File: src/ccbt_pkg.sv
// Shared types, constants and operation codes of the channel binding table.
package ccbt_pkg;

  localparam int BindingsDefault = 8;
  localparam int FiltersDefault  = 8;

  typedef enum logic [3:0] {
    KIND_OPEN    = 4'd0,
    KIND_CLOSE   = 4'd1,
    KIND_SETCNT  = 4'd2,
    KIND_WRFILT  = 4'd3,
    KIND_ACCEPT  = 4'd4,
    KIND_QUERY   = 4'd5,
    KIND_LOOKUP  = 4'd6,
    KIND_DETACH  = 4'd7,
    KIND_REMOVE  = 4'd8
  } kind_t;

  typedef enum logic [3:0] {
    ST_IDLE,
    ST_SCAN,
    ST_ALLOC,
    ST_APPLY,
    ST_FREAD,
    ST_FCMP,
    ST_DONE
  } state_t;

  typedef struct packed {
    logic [3:0]  kind;
    logic [7:0]  channel;
    logic [31:0] ifc_id;
    logic [31:0] frame_id;
    logic [31:0] filter_value;
    logic [31:0] filter_mask;
    logic [2:0]  filter_slot;
    logic [7:0]  filter_total;
    logic        echo_off;
    logic        write_allowed;
    logic        want_reliable;
  } cmd_t;

  typedef struct packed {
    logic        ok;
    logic [7:0]  channel_out;
    logic [31:0] interface_out;
    logic        interface_valid;
    logic        can_write_out;
    logic        reliable_out;
    logic        echo_off_out;
  } rsp_t;

endpackage

File: src/ccbt_filter_mem.sv
// Filter store memory with one write port and one registered read port.
module ccbt_filter_mem #(
  parameter int Depth = 64
) (
  input  logic                     clk,
  input  logic                     we,
  input  logic [$clog2(Depth)-1:0] waddr,
  input  logic [63:0]              wdata,
  input  logic [$clog2(Depth)-1:0] raddr,
  output logic [63:0]              rdata
);
  logic [63:0] mem [Depth];

  always_ff @(posedge clk) begin
    if (we) begin
      mem[waddr] <= wdata;
    end
    rdata <= mem[raddr];
  end
endmodule

File: src/can_channel_binding_table.sv
// Top level of the channel binding table with its sequencer and slot registers.
// One item is accepted when start is high and busy is low; busy stays high until
// done pulses with the result for one cycle, and the receiver cannot stall, so the
// result must be taken in that cycle. An item scans the binding slots one per
// cycle through compare logic shared by all slots, then passes an apply state; open
// replaces the apply state with a channel search, and an accept check then reads
// and compares the filters one at a time in a read and a compare state because of
// the registered filter memory read.
module can_channel_binding_table #(
  parameter int BINDINGS = ccbt_pkg::BindingsDefault,
  parameter int FILTERS  = ccbt_pkg::FiltersDefault
) (
  input  logic           clk,
  input  logic           rst,
  input  logic           start,
  input  ccbt_pkg::cmd_t cmd,
  output logic           busy,
  output logic           done,
  output ccbt_pkg::rsp_t rsp
);
  import ccbt_pkg::*;

  localparam int SW = (BINDINGS > 1) ? $clog2(BINDINGS) : 1;
  localparam int FW = (FILTERS > 1) ? $clog2(FILTERS) : 1;
  localparam int AW = $clog2(BINDINGS * FILTERS) > 0 ? $clog2(BINDINGS * FILTERS) : 1;
  localparam int CW = $clog2(FILTERS + 1);
  localparam int AC = $clog2(BINDINGS + 2);

  state_t state, state_next;
  cmd_t   c;
  rsp_t   r;

  logic [BINDINGS-1:0] slot_used, slot_dormant;
  logic [2:0]  slot_flags [BINDINGS];
  logic [31:0] slot_interface [BINDINGS];
  logic [7:0]  slot_channel [BINDINGS];
  logic [CW-1:0] slot_filter_count [BINDINGS];
  logic [7:0]  chan_cursor;

  logic [SW:0]   idx;
  logic          found;
  logic [SW-1:0] hit;
  logic          free_found;
  logic [SW-1:0] free_slot;
  logic [AC-1:0] tries;
  logic [CW-1:0] fidx;
  logic          scan_last;
  logic [SW-1:0] i;

  logic          m_used, m_dorm, ch_match, if_match, cand_match;
  logic [63:0]   rdata;
  logic          we;
  logic [AW-1:0] waddr, raddr;

  assign i         = idx[SW-1:0];
  assign scan_last = (idx == (SW+1)'(BINDINGS - 1));
  assign m_used    = slot_used[i];
  assign m_dorm    = slot_dormant[i];
  assign ch_match  = m_used && (slot_channel[i] == c.channel);
  assign if_match  = m_used && (slot_interface[i] == c.ifc_id);
  assign cand_match = m_used && (slot_channel[i] == chan_cursor);

  assign waddr = AW'(hit * FILTERS + c.filter_slot[FW-1:0]);
  assign raddr = AW'(hit * FILTERS + fidx[FW-1:0]);
  assign we    = (state == ST_APPLY) && (kind_t'(c.kind) == KIND_WRFILT) && found
                 && (32'(c.filter_slot) < FILTERS);

  ccbt_filter_mem #(.Depth(BINDINGS * FILTERS)) u_mem (
    .clk(clk), .we(we), .waddr(waddr),
    .wdata({c.filter_mask, c.filter_value}), .raddr(raddr), .rdata(rdata)
  );

  always_comb begin
    state_next = state;
    unique case (state)
      ST_IDLE:  if (start) state_next = ST_SCAN;
      ST_SCAN:  if (scan_last) state_next = (kind_t'(c.kind) == KIND_OPEN) ? ST_ALLOC
                                                                          : ST_APPLY;
      ST_ALLOC: begin
        if (!free_found || tries == AC'(BINDINGS + 1)) state_next = ST_DONE;
        else if (scan_last && !cand_match) state_next = ST_DONE;
      end
      ST_APPLY: state_next = (kind_t'(c.kind) == KIND_ACCEPT && found &&
                              slot_filter_count[hit] != '0) ? ST_FREAD : ST_DONE;
      ST_FREAD: state_next = ST_FCMP;
      ST_FCMP:  state_next = (((rdata[31:0] & rdata[63:32]) ==
                               (c.frame_id & rdata[63:32])) ||
                              fidx + CW'(1) >= slot_filter_count[hit]) ? ST_DONE
                                                                        : ST_FREAD;
      ST_DONE:  state_next = ST_IDLE;
      default:  state_next = ST_IDLE;
    endcase
  end

  always_comb begin
    busy = (state != ST_IDLE);
    done = (state == ST_DONE);
    rsp  = done ? r : '0;
  end

  always_ff @(posedge clk) begin
    if (rst) begin
      state <= ST_IDLE;
      slot_used <= '0;
      slot_dormant <= '0;
      chan_cursor <= '0;
      for (int k = 0; k < BINDINGS; k++) begin
        slot_flags[k] <= '0;
        slot_interface[k] <= '0;
        slot_channel[k] <= '0;
        slot_filter_count[k] <= '0;
      end
    end else begin
      state <= state_next;
      unique case (state)
        ST_IDLE: begin
          c <= cmd;
          r <= '0;
          idx <= '0;
          found <= 1'b0;
          hit <= '0;
          free_found <= 1'b0;
          free_slot <= '0;
          tries <= '0;
          fidx <= '0;
        end
        ST_SCAN: begin
          idx <= scan_last ? '0 : idx + 1'b1;
          if (!m_used && !free_found) begin
            free_found <= 1'b1;
            free_slot <= i;
          end
          unique case (kind_t'(c.kind)) inside
            KIND_CLOSE, KIND_SETCNT, KIND_WRFILT, KIND_ACCEPT, KIND_QUERY: begin
              if (ch_match && !found) begin
                found <= 1'b1;
                hit <= i;
                if (kind_t'(c.kind) == KIND_QUERY) begin
                  r.ok <= 1'b1;
                  r.echo_off_out <= slot_flags[i][0];
                  r.can_write_out <= slot_flags[i][1];
                  r.reliable_out <= slot_flags[i][2];
                end
              end
              if (kind_t'(c.kind) == KIND_QUERY && ch_match && !m_dorm &&
                  !r.interface_valid) begin
                r.interface_valid <= 1'b1;
                r.interface_out <= slot_interface[i];
              end
            end
            KIND_LOOKUP: if (if_match && !m_dorm && !r.ok) begin
              r.ok <= 1'b1;
              r.channel_out <= slot_channel[i];
            end
            KIND_DETACH: if (if_match && !m_dorm) begin
              slot_dormant[i] <= 1'b1;
              r.ok <= 1'b1;
            end
            KIND_REMOVE: if (if_match) begin
              slot_used[i] <= 1'b0;
              slot_dormant[i] <= 1'b0;
              slot_flags[i] <= '0;
              slot_interface[i] <= '0;
              slot_channel[i] <= '0;
              slot_filter_count[i] <= '0;
              r.ok <= 1'b1;
            end
            default: ;
          endcase
        end
        ST_ALLOC: begin
          if (free_found && tries != AC'(BINDINGS + 1)) begin
            if (cand_match) begin
              chan_cursor <= chan_cursor + 8'd1;
              tries <= tries + 1'b1;
              idx <= '0;
            end else if (scan_last) begin
              chan_cursor <= chan_cursor + 8'd1;
              slot_used[free_slot] <= 1'b1;
              slot_dormant[free_slot] <= 1'b0;
              slot_flags[free_slot] <= {c.want_reliable, c.write_allowed, c.echo_off};
              slot_interface[free_slot] <= c.ifc_id;
              slot_channel[free_slot] <= chan_cursor;
              slot_filter_count[free_slot] <= '0;
              r.ok <= 1'b1;
              r.channel_out <= chan_cursor;
            end else begin
              idx <= idx + 1'b1;
            end
          end
        end
        ST_APPLY: begin
          unique case (kind_t'(c.kind))
            KIND_CLOSE: if (found) begin
              slot_used[hit] <= 1'b0;
              slot_dormant[hit] <= 1'b0;
              slot_flags[hit] <= '0;
              slot_interface[hit] <= '0;
              slot_channel[hit] <= '0;
              slot_filter_count[hit] <= '0;
              r.ok <= 1'b1;
            end
            KIND_SETCNT: if (found && 32'(c.filter_total) <= FILTERS) begin
              slot_filter_count[hit] <= CW'(c.filter_total);
              r.ok <= 1'b1;
            end
            KIND_WRFILT: if (we) r.ok <= 1'b1;
            KIND_ACCEPT: if (!found || slot_filter_count[hit] == '0) r.ok <= 1'b1;
            default: ;
          endcase
        end
        ST_FREAD: ;
        ST_FCMP: begin
          if ((rdata[31:0] & rdata[63:32]) == (c.frame_id & rdata[63:32])) r.ok <= 1'b1;
          fidx <= fidx + CW'(1);
        end
        ST_DONE: ;
        default: ;
      endcase
    end
  end

  a_done_busy: assert property (@(posedge clk) disable iff (rst) done |-> busy)
    else $error("done without busy");
  a_start_takes: assert property (@(posedge clk) disable iff (rst)
    (start && !busy) |=> busy) else $error("item not taken");
  a_done_ends: assert property (@(posedge clk) disable iff (rst) done |=> !busy)
    else $error("busy after done");
endmodule

File: config.mk
export PLATFORM = sky130hd
export DESIGN_NAME = can_channel_binding_table
export DESIGN_NICKNAME = d
export VERILOG_FILES = /design/src/ccbt_pkg.sv /design/src/ccbt_filter_mem.sv /design/src/can_channel_binding_table.sv
export SDC_FILE = /design/constraint.sdc
export NUM_CORES = 2
export LEC_CHECK = 0
export ABC_AREA = 1
export BUFFER_PORTS_ARGS = -buffer_cell sky130_fd_sc_hd__buf_2
export CORE_ASPECT_RATIO = 0.7
export CORE_UTILIZATION = 45
export DETAILED_ROUTE_END_ITERATION = 16
export RECOVER_POWER = 50
export SLEW_MARGIN = 10
export SYNTH_ARGS = -nofsm -noshare
export SYNTH_HDL_FRONTEND = slang
export SYNTH_MEMORY_MAX_BITS = 65536
export SYNTH_SLANG_ARGS = --single-unit
File: constraint.sdc
create_clock -name clk -period 11.2 [get_ports clk]
set_input_delay 0.56 -clock clk [delete_from_list [all_inputs] [get_ports clk]]
set_output_delay 0.56 -clock clk [all_outputs]
set_load 0.1 [all_outputs]
==> flow_metrics.env <==
export IMPL_rsz0062_at_grt="false"
export IMPL_drt_iter0_markers=21200
export IMPL_status="complete, but fails checks"
export IMPL_reg2regPathDepth=7
export IMPL_r2r_end="u_mem.mem[60][33]"
export IMPL_utilization_pct=50.8
export IMPL_max_cap_violations=93
export IMPL_vias=127000
export IMPL_clkSlewWorstSetupHoldPaths_ps=60
export IMPL_clock_power_share_pct=31.4
export IMPL_num_io_pins=204
export IMPL_fp_dieH_microns=544
export IMPL_row_count=198
export IMPL_pwr_share_comb_pct=23.6
export IMPL_final_common_cell="edfxtp_1"
export IMPL_p_sw_mw=16.2
export IMPL_track_usage_pct=29.2
export IMPL_dpl_cell_count=19300
export IMPL_first_pass_iters=8
export IMPL_netlist_instances=14200
export IMPL_hp_class="in -> reg"
export IMPL_power_frac_seq_pct=45.0
export IMPL_final_cells=20300
export IMPL_drc=0
export IMPL_max_freq_mhz=104
export IMPL_vias_per_cell=6.26
export IMPL_place_gp_congestion=0.878
export IMPL_final_hold_violation_count=0
export IMPL_dp_hpwl_mm=314
export IMPL_worstReg2RegStart="state[1]"
export IMPL_htree_levels=5
export IMPL_yosysSeqAreaShare_pct=75.7
export IMPL_violations="max-capacitance violations, max-slew violations"
export IMPL_end_kind="register"
export IMPL_synth_edff_count=4691
export IMPL_setup_worst_path_start="state[1]"
export IMPL_synth_main_ff_cell="edfxtp_1"
export IMPL_grt_first_pass_wirelength_mm=886
export IMPL_required_ps=11620
export IMPL_slew_violations=4831
export IMPL_critPathKind="reg -> reg"
export IMPL_yosys_cell_types_count=53
export IMPL_cts_tree="built"
export IMPL_syn_to_final_growth_pct=12.2
export IMPL_vdd_drop_max_mv=0.166
export IMPL_die_x_microns=776
export IMPL_drive_above_1_share_pct=8.44
export IMPL_regToRegSetupSlack_ps=1590
export IMPL_cts_buffer_depth=4
export IMPL_mostFrequentLayoutCells="edfxtp_1, nor2_1, o21ai_0, o221ai_1, nand2_1"
export IMPL_setup_viol=0
export IMPL_ys_seq_elements=4788
export IMPL_final_period_utilization_pct=85.8
export IMPL_cts_buffers=441
export IMPL_clkLatencyLatePin_ps=1090
export IMPL_crit_arrival_ps=10030
export IMPL_grt_pass1_vias=115000
export IMPL_endpoint="u_mem.mem[60][33]"
export IMPL_final_setup_skew_ps=68.5
export IMPL_ctsHoldBuffers=154
export IMPL_min_period_ps=9610
export IMPL_grt_overflow_total=0
export IMPL_power_mw=48.4
export IMPL_syn_nets=14300
export IMPL_timing_slew_headroom_pct=-407
export IMPL_wirelength_mm=635
export IMPL_cts_resized=0
export IMPL_core_sq_um=416000
export IMPL_synthesis_area_sq_um=189000
export IMPL_antenna_found_initial=30
export IMPL_worst_slack_ps=1590
export IMPL_cp_start_kind="register"
export IMPL_setup_tns_ps=0
export IMPL_synthArstFlopShare_pct=0
export IMPL_grt_max_degree=185
export IMPL_wl_per_cell_microns=31.3
export IMPL_final_nets=14500
export IMPL_cp_max_fo=64
export IMPL_post_cts_setup_buffers=0
export IMPL_syn_area_per_cell_sq_um=13.3
export IMPL_cts_sinks=4788
export IMPL_start_util_pct=45.3
export IMPL_ys_warn_count=0
export IMPL_tightest_slew_ps=7600
export IMPL_power_density_nw_per_um2=229
export IMPL_p_int_mw=32.2
export IMPL_leakagePower_nw=67.2
export IMPL_port_buffers=203
export IMPL_switching_share_pct=33.4
export IMPL_dp_slack_ps=3990
export IMPL_die_area_sq_um=422000
export IMPL_ant_nets=0
export IMPL_cts_root_buf="clkbuf_16"
[state kept, by name, summed over array words and instances, names as in the netlist, named ones only]
| register | flops |
|---|---|
| state | 3 |
| c | 154 |
| chan_cursor | 8 |
| tries | 4 |
| r | 45 |
| free_found | 1 |
| slot_channel | 64 |
| slot_filter_count | 32 |
| hit | 3 |
| free_slot | 3 |
| slot_used | 8 |
| u_mem.rdata | 64 |
| slot_interface | 256 |
| u_mem.mem | 4096 |
| slot_flags | 24 |
| found | 1 |
| idx | 4 |
| fidx | 4 |
[cell type report]
type                       count  area, sq um
sequential                  4788       143000
antenna                        7         17.5
multi-input combinational   8023        40900
inverter                     335         1290
timing repair buffer         705         5310
tap                         5600         7010
fill                       35300       205000
clock buffer                 576        12000
clock inverter               241         2330
[synthesized netlist by cell type (51+ instances only)]
master / n / area (sq um)
a21oi_1: 168 / 841
buf_2: 113 / 566
clkbuf_1: 842 / 3160
dfxtp_1: 97 / 1940
edfxtp_1: 4691 / 141000
inv_1: 323 / 1210
nand2_1: 612 / 2300
nand3_1: 505 / 2530
nand4_1: 51 / 319
nor2_1: 2743 / 10300
nor3_1: 184 / 921
o211ai_1: 139 / 1040
o21ai_0: 2302 / 11500
o221ai_1: 773 / 6770
o22ai_1: 254 / 1590
[cell families (layout without fill, tap and decap cells)]
group	count (synthesis)	in the layout	share of synthesized area, %
AO/OA/AOI/OAI	3754	3754	12.0
XOR/XNOR	7	7	0.0325
adder cells (fa/ha/maj)	9	9	0.0597
buffers and inverters	1353	1857	2.83
flip-flops	4788	4788	75.7
multiplexers	1	1	0.00531
other	0	7	0
AND/OR/NAND/NOR	4252	4252	9.34
[critical path, cell delays in order, from the launching register on]
cell and delay (ps):
dfxtp_1 360, inv_1 60, nor2_1 820, inv_1 620
nor2_1 760, nand3_1 600, nor2_4 200, dlymetal6s4s_1 5430
[per-layer routing]
layer	vias to the layer above	global-route usage (%)	share of wire, %
met2	8672	41.4	42
met5	-	0	0.0099
li1	53600	-	-
met4	10	7.88	2.8
met3	1008	7.17	13
met1	63700	44.7	42
[power by group through the flow]
stage / Clock, mW / Combinational [mW] / Sequential (mW)
after CTS: 15.3 / 11.2 / 21.6
after floorplan: 0 / 6.41 / 22.2
final: 15.2 / 11.4 / 21.8
after global placement: 0 / 11.1 / 22.0
after global routing: 15.9 / 12.2 / 21.8
after detailed placement: 0 / 11.1 / 22.0
[worst min-delay path by stage]
stage            startpoint             end  slack [ps]  depth (start not counted)
2_1_floorplan  slot_used[0]    slot_used[0]         450                          2
3_3_place_gp       register        register         470                          2
3_5_place_dp       register        register         480                          2
4_1_cts                 rst  chan_cursor[2]           3                          2
5_1_grt                 rst  chan_cursor[2]          30                          2
6_report                rst  chan_cursor[2]          60                          2
[through the flow]
step	hold WS [ps]	cell area, sq um
final	58.2	212000
after global routing	29.8	212000
after CTS	2.71	212000
after detailed placement	480	196000
after global placement	470	196000
after floorplan	445	189000
(Power assumes the default switching activity.)
